<file path="config.mk">
export PLATFORM = sky130hd
export DESIGN_NAME = sprite_page_dma_controller_unit_flat
export DESIGN_NICKNAME = d
export VERILOG_FILES = /design/src/hdl/spdma_pkg.sv /design/src/hdl/spdma_in_if.sv /design/src/hdl/spdma_out_if.sv /design/src/hdl/sprite_page_dma_controller_unit.sv /design/src/hdl/spdma_step.sv /design/src/flat_wrapper.sv
export SDC_FILE = /design/constraint.sdc
export NUM_CORES = 1
export LEC_CHECK = 0
export ABC_AREA = 1
export BUFFER_PORTS_ARGS = -buffer_cell sky130_fd_sc_hd__buf_4
export CAP_MARGIN = 20
export CORE_UTILIZATION = 49
export CTS_CLUSTER_DIAMETER = 100
export CTS_CLUSTER_SIZE = 25
export DETAILED_ROUTE_END_ITERATION = 10
export PLACE_DENSITY = 0.74
export SETUP_SLACK_MARGIN = 0.1
export SYNTH_ARGS = -nofsm -noshare
export SYNTH_HDL_FRONTEND = slang
export SYNTH_SLANG_ARGS = --single-unit
export TNS_END_PERCENT = 10
</file>
<file path="constraint.sdc">
create_clock -name i_clk -period 2.05 [get_ports i_clk]
set_input_delay 0.205 -clock i_clk [delete_from_list [all_inputs] [get_ports i_clk]]
set_output_delay 0.205 -clock i_clk [all_outputs]
set_load 0.02 [all_outputs]
</file>
<file path="src/hdl/spdma_pkg.sv">
// Shared types and constants for the sprite page DMA controller.
`timescale 1ns / 1ps
`default_nettype none

package spdma_pkg;

    localparam logic [4:0]  DMA_REG_OFFSET   = 5'h14;
    localparam logic [15:0] SPRITE_DATA_PORT = 16'h2004;

    typedef enum logic {
        ACT_TICK  = 1'b0,
        ACT_WRITE = 1'b1
    } t_action;

    typedef enum logic [1:0] {
        BUS_OP_NONE  = 2'd0,
        BUS_OP_READ  = 2'd1,
        BUS_OP_WRITE = 2'd2
    } t_bus_op;

    typedef enum logic [1:0] {
        ST_CLEAR     = 2'd0,
        ST_PENDING   = 2'd1,
        ST_COMMITTED = 2'd2,
        ST_SERVICED  = 2'd3
    } t_xfer_state;

    typedef struct packed {
        logic       action;
        logic [4:0] reg_offset;
        logic [7:0] write_data;
        logic       cpu_suspended;
        logic       cpu_reset_pending;
        logic       cpu_reset_active;
        logic [7:0] bus_read_data;
    } t_in_item;

    typedef struct packed {
        logic [15:0] bus_address;
        logic [1:0]  bus_op;
        logic [7:0]  bus_write_data;
        logic        dma_busy;
        logic        ready_line;
        logic        reg_handled;
    } t_out_item;

    typedef struct packed {
        t_xfer_state xfer_state;
        logic [7:0]  source_page;
        logic [7:0]  byte_index;
        logic        put_phase;
        logic        ready_flag;
        logic [7:0]  data_latch;
    } t_dma_state;

    localparam t_dma_state DMA_STATE_RESET = '{
        xfer_state:  ST_CLEAR,
        source_page: 8'd0,
        byte_index:  8'd0,
        put_phase:   1'b0,
        ready_flag:  1'b1,
        data_latch:  8'd0
    };

endpackage

`default_nettype wire

</file>
<file path="src/hdl/spdma_in_if.sv">
// Input channel: one tick or register write per transfer.
`timescale 1ns / 1ps
`default_nettype none

interface spdma_in_if;
    logic       valid;
    logic       ready;
    logic       action;
    logic [4:0] reg_offset;
    logic [7:0] write_data;
    logic       cpu_suspended;
    logic       cpu_reset_pending;
    logic       cpu_reset_active;
    logic [7:0] bus_read_data;

    modport source (
        output valid, action, reg_offset, write_data, cpu_suspended,
               cpu_reset_pending, cpu_reset_active, bus_read_data,
        input  ready
    );

    modport sink (
        input  valid, action, reg_offset, write_data, cpu_suspended,
               cpu_reset_pending, cpu_reset_active, bus_read_data,
        output ready
    );
endinterface

`default_nettype wire

</file>
<file path="src/hdl/spdma_out_if.sv">
// Output channel: one bus/status result per transfer.
`timescale 1ns / 1ps
`default_nettype none

interface spdma_out_if;
    logic        valid;
    logic        ready;
    logic [15:0] bus_address;
    logic [1:0]  bus_op;
    logic [7:0]  bus_write_data;
    logic        dma_busy;
    logic        ready_line;
    logic        reg_handled;

    modport source (
        output valid, bus_address, bus_op, bus_write_data, dma_busy,
               ready_line, reg_handled,
        input  ready
    );

    modport sink (
        input  valid, bus_address, bus_op, bus_write_data, dma_busy,
               ready_line, reg_handled,
        output ready
    );
endinterface

`default_nettype wire

</file>
<file path="src/hdl/sprite_page_dma_controller_unit.sv">
// Top level of the sprite page DMA controller.
`timescale 1ns / 1ps
`default_nettype none

// Sprite page DMA controller. Each transfer on i_in is either a CPU clock tick
// or a register write; each yields exactly one result on o_out describing the
// bus access for that tick (address, read/write/none, write data), whether
// DMA used the tick, the ready line to the CPU and whether a register write
// hit the DMA register at offset 0x14. The block takes one transfer per clock
// cycle with no bubbles: an input register feeds a single stage of step logic
// that updates the engine state and loads the result register, so a result
// is presented on o_out once its input has passed through both registers.
// Both registers advance together whenever the result register is empty or
// being drained, so back-pressure on o_out stalls i_in for only as long as the
// output is held.
module sprite_page_dma_controller_unit (
    input  wire logic  i_clk,
    input  wire logic  i_rst_n,
    spdma_in_if.sink   i_in,
    spdma_out_if.source o_out
);
    import spdma_pkg::*;

    // input register
    logic       r_in_valid;
    t_in_item   r_in_item;
    // engine state, advanced once per item processed
    t_dma_state r_state;
    t_dma_state n_state;
    // result register
    logic       r_out_valid;
    t_out_item  r_out_item;
    t_out_item  n_out_item;

    logic out_load;   // result register can take a new result
    logic step_fire;  // input register item is processed this cycle
    logic in_take;    // transfer accepted on i_in

    assign out_load  = !r_out_valid || o_out.ready;
    assign step_fire = r_in_valid && out_load;
    assign i_in.ready = !r_in_valid || out_load;
    assign in_take   = i_in.valid && i_in.ready;

    spdma_step u_step (
        .i_item   (r_in_item),
        .i_state  (r_state),
        .o_state  (n_state),
        .o_result (n_out_item)
    );

    always_ff @(posedge i_clk) begin
        if (!i_rst_n) begin
            r_in_valid  <= 1'b0;
            r_out_valid <= 1'b0;
            r_state     <= DMA_STATE_RESET;
        end else begin
            if (i_in.ready) begin
                r_in_valid <= i_in.valid;
            end
            if (out_load) begin
                r_out_valid <= r_in_valid;
            end
            if (step_fire) begin
                r_state <= n_state;
            end
        end
        if (in_take) begin
            r_in_item.action            <= i_in.action;
            r_in_item.reg_offset        <= i_in.reg_offset;
            r_in_item.write_data        <= i_in.write_data;
            r_in_item.cpu_suspended     <= i_in.cpu_suspended;
            r_in_item.cpu_reset_pending <= i_in.cpu_reset_pending;
            r_in_item.cpu_reset_active  <= i_in.cpu_reset_active;
            r_in_item.bus_read_data     <= i_in.bus_read_data;
        end
        if (step_fire) begin
            r_out_item <= n_out_item;
        end
    end

    assign o_out.valid          = r_out_valid;
    assign o_out.bus_address    = r_out_item.bus_address;
    assign o_out.bus_op         = r_out_item.bus_op;
    assign o_out.bus_write_data = r_out_item.bus_write_data;
    assign o_out.dma_busy       = r_out_item.dma_busy;
    assign o_out.ready_line     = r_out_item.ready_line;
    assign o_out.reg_handled    = r_out_item.reg_handled;

endmodule

`default_nettype wire

</file>
<file path="src/hdl/spdma_step.sv">
// Next-state and result logic for one DMA tick or register write.
`timescale 1ns / 1ps
`default_nettype none

module spdma_step (
    input  spdma_pkg::t_in_item   i_item,
    input  spdma_pkg::t_dma_state i_state,
    output spdma_pkg::t_dma_state o_state,
    output spdma_pkg::t_out_item  o_result
);
    import spdma_pkg::*;

    t_dma_state s;
    t_out_item  res;
    logic [7:0] idx_inc;

    always_comb begin
        s       = i_state;
        res     = '0;
        idx_inc = i_state.byte_index + 8'd1;

        if (t_action'(i_item.action) == ACT_WRITE) begin
            if (i_item.reg_offset == DMA_REG_OFFSET) begin
                s.source_page   = i_item.write_data;
                s.byte_index    = 8'd0;
                s.xfer_state    = ST_PENDING;
                res.reg_handled = 1'b1;
            end
        end else if (!i_item.cpu_reset_pending) begin
            if (i_item.cpu_reset_active) begin
                s.byte_index = 8'd0;
                s.xfer_state = ST_CLEAR;
            end
            idx_inc = s.byte_index + 8'd1;
            if (i_item.cpu_suspended) begin
                unique case (s.xfer_state)
                    ST_PENDING: begin
                        if (!s.put_phase) begin
                            res.bus_address = {s.source_page, s.byte_index};
                            res.bus_op      = BUS_OP_READ;
                            s.data_latch    = i_item.bus_read_data;
                            s.xfer_state    = ST_COMMITTED;
                        end
                        res.dma_busy = 1'b1;
                    end
                    ST_COMMITTED: begin
                        if (s.put_phase) begin
                            res.bus_address    = SPRITE_DATA_PORT;
                            res.bus_op         = BUS_OP_WRITE;
                            res.bus_write_data = s.data_latch;
                            s.byte_index       = idx_inc;
                            // wrap of the index marks the last byte
                            s.xfer_state = (idx_inc != 8'd0) ? ST_PENDING : ST_SERVICED;
                        end
                        res.dma_busy = 1'b1;
                    end
                    ST_SERVICED: s.xfer_state = ST_CLEAR;
                    ST_CLEAR:    ;
                    default:     ;
                endcase
            end
            s.ready_flag = (s.xfer_state == ST_CLEAR);
            s.put_phase  = ~s.put_phase;
        end

        res.ready_line = s.ready_flag;
    end

    assign o_state  = s;
    assign o_result = res;

endmodule

`default_nettype wire

</file>
<file path="src/flat_wrapper.sv">
// flat-port wrapper written by rule: the top's interface ports become plain ports
module sprite_page_dma_controller_unit_flat import spdma_pkg::*;
  (i_clk, i_rst_n, i_in_valid, i_in_action, i_in_reg_offset, i_in_write_data, i_in_cpu_suspended, i_in_cpu_reset_pending, i_in_cpu_reset_active, i_in_bus_read_data, i_in_ready, o_out_valid, o_out_bus_address, o_out_bus_op, o_out_bus_write_data, o_out_dma_busy, o_out_ready_line, o_out_reg_handled, o_out_ready);
  spdma_in_if i_in_i ();
  spdma_out_if o_out_i ();
  input  wire logic i_clk;
  input  wire logic i_rst_n;
  input wire logic [$bits(i_in_i.valid)-1:0] i_in_valid;
  input wire logic [$bits(i_in_i.action)-1:0] i_in_action;
  input wire logic [$bits(i_in_i.reg_offset)-1:0] i_in_reg_offset;
  input wire logic [$bits(i_in_i.write_data)-1:0] i_in_write_data;
  input wire logic [$bits(i_in_i.cpu_suspended)-1:0] i_in_cpu_suspended;
  input wire logic [$bits(i_in_i.cpu_reset_pending)-1:0] i_in_cpu_reset_pending;
  input wire logic [$bits(i_in_i.cpu_reset_active)-1:0] i_in_cpu_reset_active;
  input wire logic [$bits(i_in_i.bus_read_data)-1:0] i_in_bus_read_data;
  output wire logic [$bits(i_in_i.ready)-1:0] i_in_ready;
  output wire logic [$bits(o_out_i.valid)-1:0] o_out_valid;
  output wire logic [$bits(o_out_i.bus_address)-1:0] o_out_bus_address;
  output wire logic [$bits(o_out_i.bus_op)-1:0] o_out_bus_op;
  output wire logic [$bits(o_out_i.bus_write_data)-1:0] o_out_bus_write_data;
  output wire logic [$bits(o_out_i.dma_busy)-1:0] o_out_dma_busy;
  output wire logic [$bits(o_out_i.ready_line)-1:0] o_out_ready_line;
  output wire logic [$bits(o_out_i.reg_handled)-1:0] o_out_reg_handled;
  input wire logic [$bits(o_out_i.ready)-1:0] o_out_ready;
  assign i_in_i.valid = i_in_valid;
  assign i_in_i.action = i_in_action;
  assign i_in_i.reg_offset = i_in_reg_offset;
  assign i_in_i.write_data = i_in_write_data;
  assign i_in_i.cpu_suspended = i_in_cpu_suspended;
  assign i_in_i.cpu_reset_pending = i_in_cpu_reset_pending;
  assign i_in_i.cpu_reset_active = i_in_cpu_reset_active;
  assign i_in_i.bus_read_data = i_in_bus_read_data;
  assign i_in_ready = i_in_i.ready;
  assign o_out_valid = o_out_i.valid;
  assign o_out_bus_address = o_out_i.bus_address;
  assign o_out_bus_op = o_out_i.bus_op;
  assign o_out_bus_write_data = o_out_i.bus_write_data;
  assign o_out_dma_busy = o_out_i.dma_busy;
  assign o_out_ready_line = o_out_i.ready_line;
  assign o_out_reg_handled = o_out_i.reg_handled;
  assign o_out_i.ready = o_out_ready;
  sprite_page_dma_controller_unit u_core (.i_clk(i_clk), .i_rst_n(i_rst_n), .i_in(i_in_i), .o_out(o_out_i));
endmodule
</file>
==> results of run 1 <==
[per-stage QoR]
| stage | util, % | area, um2 | cells |
|---|---|---|---|
| after floorplan | - | 3290 | 312 |
| after global placement | 59.8 | 3840 | 448 |
| after detailed placement | 59.8 | 3840 | 448 |
| after CTS | 63.5 | 4080 | 465 |
| after global routing | 65.5 | 4200 | 469 |
| final | 65.5 | 4200 | 469 |
[worst max-delay path, cell delays in order, from the launching register on]
cell and delay [ns]:
edfxtp_1 0.44, inv_4 0.13, buf_4 0.13, clkbuf_16 0.12
nand3_1 0.07, nor2_2 0.13, a21oi_1 0.08, nor2_1 0.13
nand2_1 0.07, nand2_1 0.05, nand2_1 0.06, nand2_2 0.06
nand2_1 0.05, nand2_1 0.06, nand2_2 0.05
[cell families after synthesis]
| logic type | synth area share [%] |
|---|---|
| simple gates | 15.9 |
| flops | 67.8 |
| compound gates | 9.31 |
| buf+inv | 5.65 |
| fa+ha+maj | 1.14 |
| xor+xnor | 0.267 |
[placed cells by master, fill, tap and decap left out, types with 2 or more instances in the layout]
cell         n
o21ai_0     19
nand4_1      2
inv_1       35
clkbuf_8     9
inv_4        2
nor2_4       4
nand3_1     15
inv_2        3
a21oi_1     34
dfxtp_1     30
nand2_2      7
buf_4       68
nand2_1     43
bufinv_16    2
nor2_1      32
edfxtp_1    54
clkinvlp_4   2
nor2_2       7
nand2_4      2
nand3_2      2
[worst paths after layout]
kind / startpoint / to / slack, ns / depth (start not counted)
worst max-delay path: u_core.r_in_item[8] / u_core.o_out.ready_line / 0.19 / 14
worst min-delay path: i_in_bus_read_data[7] / u_core.r_in_item[7] / 0.02 / 1
worst min register to register: u_core.r_state[5] / u_core.r_state[5] / 0.45 / 2
worst max register to register: u_core.r_in_item[8] / u_core.o_out.ready_line / 0.19 / 14
[final cells by class]
cell class,count,share of cell area [%]
Multi-Input combinational cell,181,22.6
Sequential cell,84,52.9
Timing Repair Buffer,70,13.1
Inverter,41,3.87
Tap cell,77,2.29
Clock inverter,6,2.29
Clock buffer,10,3.04
[power by group]
part | switching (W) | leakage [nW] | internal [W]
clock network | 0.000606 | 0.109 | 0.000701
logic | 0.000110 | 0.700 | 0.0000884
registers | 0.0000174 | 0.761 | 0.00186
[sequential cells by signal, indices dropped and copies added (netlist names)]
name and cells:
u_core.o_out.valid 1, u_core.o_out.bus_address 16, u_core.r_state 28, u_core.o_out.reg_handled 1, u_core.r_in_item 25, u_core.r_in_valid 1
u_core.o_out.bus_write_data 8, u_core.o_out.ready_line 1, u_core.o_out.dma_busy 1, u_core.o_out.bus_op 2
[layer usage]
metal,vias to the layer above,routed length (um)
li1,1191,-
met5,-,0
met4,0,223
met3,24,324
met1,1092,2510
met2,88,3020
[what timing repair did]
item | CTS | global route
endpoints found under the hold margin | 0 | 0
setup buffers | 1 | 3
gates resized for setup | 2 | 24
pin swaps | 1 | 7
hold buffers | 0 | 0
setup endpoints to repair | 3 | 30
gates cloned | 0 | 1
==> run metrics, run 1 <==
Slew HR=~70%; All-Layer GR Usage=about 18%; Syn-to-layout area delta=28.2%; Final Hold Vio Count=0; list of most frequent post-synthesis cells=edfxtp_1 (54), nand2_1 (47), inv_1 (38); Leak Pwr=around 1.6 nW; worst skew pair latency=~0.35 ns; crit path time final=1.86 ns; Worst Setup Slack, final=between 0.15 and 0.2 ns; clock sinks=84; fill count=roughly 500; max-slew violations=0; drt pass-1 iters=7; Mapped Cells=312; Pwr Total=0.00338 W; average size of a mapped cell=10.5 um2; Root Driver=clkbuf_8; first-pass GRT wire length=around 9.8 mm; Via-to-Cell Ratio=between 5 and 6; Clk pin slew, worst setup/hold paths=~0.090 ns; Die Wd=83.8 um; CTS tree=built; synth unique cells=26; Total Routed Length=6.08 mm; drt wl/cell=13.0 um; fin crit share=about nine tenths; met2 usage=a little under a third; Power Dens Cells=~800 nW/um2; number of global-route vias before repair=approximately 2300; grt ovf=0; WP data arrival=about 2.0 ns; Port Buffer Count=59; fraction of registers with async set/reset=0%; startpoint types=register; Post-synth EDFFs=54; Peak VDD IR=0.480 mV; YS warnings=0; failing checks=DRC; most common cell in the netlist=edfxtp_1; RSZ-0062 raised after global routing=yes; via count=approximately 2400; gp weighted congestion=0.961; Yosys reg bits=84; kind of critical path=reg -> reg; met3 Use GR=3.76%; area of the multi-input gates=~950 um2; share of layout cells above drive strength 1=approximately 30%; skew final=0.00867 ns; CP required=around 2.2 ns; Worst Path Max Fanout=5; largest net degree at the start of global routing=26; Antenna Nets Post-Route=0; Crit. End Element=register; CTS Buf Count=9; Core Area=6420 um2; GR Util met1=20.8%; Layout Nets=roughly 420; initial core utilization=between 50% and 60%; dpl hpwl=between 4 and 5 mm; Fmax=0.537 GHz; Main synth FF type=edfxtp_1; global route hottest layer=met2; Starting DRT DRC Count=around 160; top cell type's share of synthesized area=approximately half; ant diodes=0; Final setup viols=0; register area=between 2000 and 2500 um2; Placement Setup Slack=between 0.04 and 0.05 ns; setup TNS=0 ns; status=finished with violations; post-synth design cell area=about 3300 um2; H-tree depth=3; Die Span Y=between 80 and 90 um; die area=about 7000 um2; Seq/Total Area, Yosys=about 68%; IO Count=60; Hold Slack=0.0197 ns; top post-synthesis cells by area=edfxtp_1 (49%), dfxtp_1 (18%), nand2_1 (5.4%); worst hold path type=in -> reg; antenna violations before repair=0; Max Cap Viol=0; DRC Markers=8; slew at the pin closest to its max-slew limit=0.448 ns; Max Root-Sink Buffers=2; post-synth net total=around 340; Rows=29; Yosys top cell by area=edfxtp_1
No activity file was read; power rests on OpenSTA's default activity.
==> run 2: changes to the inputs <==
--- a/config.mk
+++ b/config.mk
@@ -13,6 +13,7 @@
 export CTS_CLUSTER_SIZE = 25
 export DETAILED_ROUTE_END_ITERATION = 10
 export PLACE_DENSITY = 0.74
+export RECOVER_POWER = 25
 export SETUP_SLACK_MARGIN = 0.1
 export SYNTH_ARGS = -nofsm -noshare
 export SYNTH_HDL_FRONTEND = slang
==> run 2 against run 1 <==
Net effect:
- the run still ends with DRC left
- cell count did not move
- sequential cell count did not move
- sequential power barely moved
- via count fell by 1.1%
- register-to-register slack barely moved
- hold slack improved by 0.022 ns
- clock-buffer cell count did not move
- utilization fell by 0.88 points
- design area fell by 1.3%
- combinational power fell by 7%
- critical endpoint unchanged
==> run metrics, run 2 (synthesis results as in run 1) <==
status=finished with violations; failing checks=DRC; die area=7020 um2 (unchanged); gp weighted congestion=0.961 (unchanged); skew final=0.00938 ns (+0.000708 ns); max-slew violations=0 (unchanged); Slew HR=69.8% (-0.24 points); Port Buffer Count=59 (unchanged); CP Launch Point=u_core.r_in_item[8]; Psw=0.000734 W (about the same); WP data arrival=1.98 ns (about the same); largest net degree at the start of global routing=26 (unchanged); Die Span Y=83.8 um (unchanged); Starting DRT DRC Count=150 (-4.5%); final instance area=4150 um2 (-1.3%); kind of critical path=reg -> reg; Hold Crit Endpoint=u_core.r_in_item[6]; ant diodes=0 (unchanged); RSZ-0062 raised after global routing=yes; antenna violations before repair=0 (unchanged); Via-to-Cell Ratio=5.05 (-1.1%); CP required=2.17 ns (about the same); Syn-to-layout area delta=26.5%; clock sinks=84 (unchanged); share of layout cells above drive strength 1=26.3% (-3.8 points); Clock Power Share=38.9% (+0.2 points); drt wl/cell=12.9 um (-0.31%); R2R depth=14 (unchanged); Leak Pwr=1.51 nW (-3.8%); Crit. End Element=register; Power Dens Cells=812 nW/um2 (+0.97%); via count=2369 (-1.1%); setup slack, reg-to-reg=0.19 ns (about the same); Peak VDD IR=0.479 mV (-0.28%); combinational share of power=5.5% (-0.4 points); Worst Path Max Fanout=5 (unchanged); Total Routed Length=6.06 mm (-0.31%); largest reg by FF count=u_core.r_state; Antenna Nets Post-Route=0 (unchanged); Worst R2R Start=u_core.r_in_item[8]; Max Root-Sink Buffers=2 (unchanged); CTS Buf Count=9 (unchanged); sequential cell fraction of total power=55.6% (+0.2 points); Die Wd=83.8 um (unchanged); number of global-route vias before repair=2282 (unchanged); DRC Markers=8 (unchanged); Worst Hold Launch=i_in_bus_read_data[6]; worst hold path type=in -> reg; Layout Nets=419 (unchanged); most common cell after layout, fill and taps aside=edfxtp_1; r2r endpoint=u_core.o_out.ready_line; Max Cap Viol=0 (unchanged); Rows=29 (unchanged); Fmax=0.538 GHz (+0.12%); Clk pin slew, worst setup/hold paths=0.09 ns (about the same); H-tree depth=3 (unchanged); Final setup viols=0 (unchanged); crit path time final=1.86 ns (-0.00227 ns); Final Hold Vio Count=0 (unchanged); IO Count=60 (unchanged); worst skew pair latency=0.35 ns (about the same); Core Area=6420 um2 (unchanged); slew at the pin closest to its max-slew limit=0.452 ns (+0.00358 ns); internal power=0.00263 W (-0.49%); first-pass GRT wire length=9.78 mm (unchanged); fin crit share=90.7% (-0.11 points); All-Layer GR Usage=18.1% (unchanged); grt ovf=0 (unchanged); initial core utilization=51.1% (unchanged); placed inst area=3840 um2 (unchanged); most frequent cells in the layout=edfxtp_1 (54), nand2_1 (43), inv_1 (35); drt pass-1 iters=8 (+1); dpl hpwl=4.06 mm (unchanged); startpoint types=register; setup TNS=0 ns (unchanged); max reg flops=28 (unchanged); Root Driver=clkbuf_8; Net Sw Frac=21.8% (+0.086 points); CTS tree=built; Min-Delay Path Depth=1 (unchanged)
[run 2: worst max path at each step]
stage,cells past startpoint,end,slack [ns]
finish,14,u_core.o_out.ready_line,0.19
global route,14,u_core.r_state[13],0.07
CTS,10,u_core.o_out.bus_address[2],0.09
detailed placement,14,u_core.r_state[13],0.05
global placement,14,u_core.r_state[13],0.18
floorplan,7,u_core.r_state[6],0.09
[run 2: critical path: stages (launching register included)]
cell	delay, ns
edfxtp_1	0.44
inv_4	0.12
buf_4	0.13
clkbuf_16	0.13
nand3_1	0.07
nor2_2	0.13
a21oi_1	0.08
nor2_1	0.13
nand2_1	0.07
nand2_1	0.05
nand2_1	0.06
nand2_2	0.06
nand2_1	0.05
nand2_1	0.06
nand2_2	0.05
[run 2: what timing repair did]
item                       4_1_cts  5_1_grt
cloned                           0        1
resized for setup                2       24
setup buffers                    1        3
pin swaps                        1        7
hold buffers                     0        0
setup endpoints to repair        3       30
[run 2: cell type report]
type | instances | area, um2
repair buffers | 70 | 494
clock inverters | 6 | 96.3
fillers | 521 | 2270
well taps | 77 | 96.3
multi-input cells | 181 | 948
inverters | 41 | 163
clock buffers | 10 | 128
flip-flops and latches | 84 | 2220
[run 2: per-layer routing]
metal	vias to the layer above	routed length, um	global-route usage [%]
met5	-	0	0
met4	0	180	12.4
met3	18	321	3.76
met2	79	3010	30.3
met1	1078	2550	20.8
li1	1194	-	-
[run 2: power groups by stage]
stage	sequential, W	clock (W)	combinational [W]
6_report	0.00187	0.00131	0.000185
5_1_grt	0.00188	0.00140	0.000201
4_1_cts	0.00187	0.00133	0.000187
3_5_place_dp	0.00191	0	0.000187
3_3_place_gp	0.00191	0	0.000184
2_1_floorplan	0.00194	0	0.0000564
[run 2: stage by stage]
stage | total power, W | worst slack (ns) | instances | hold WS (ns) | util [%]
floorplan | 0.00200 | 0.0852 | 312 | 0.304 | -
global placement | 0.00209 | 0.177 | 448 | 0.383 | 59.8
detailed placement | 0.00210 | 0.0500 | 448 | 0.384 | 59.8
CTS | 0.00339 | 0.0893 | 465 | 0.00878 | 63.5
finish | 0.00337 | 0.191 | 469 | 0.0414 | 64.6
global route | 0.00347 | 0.0685 | 469 | 0.0276 | 64.6
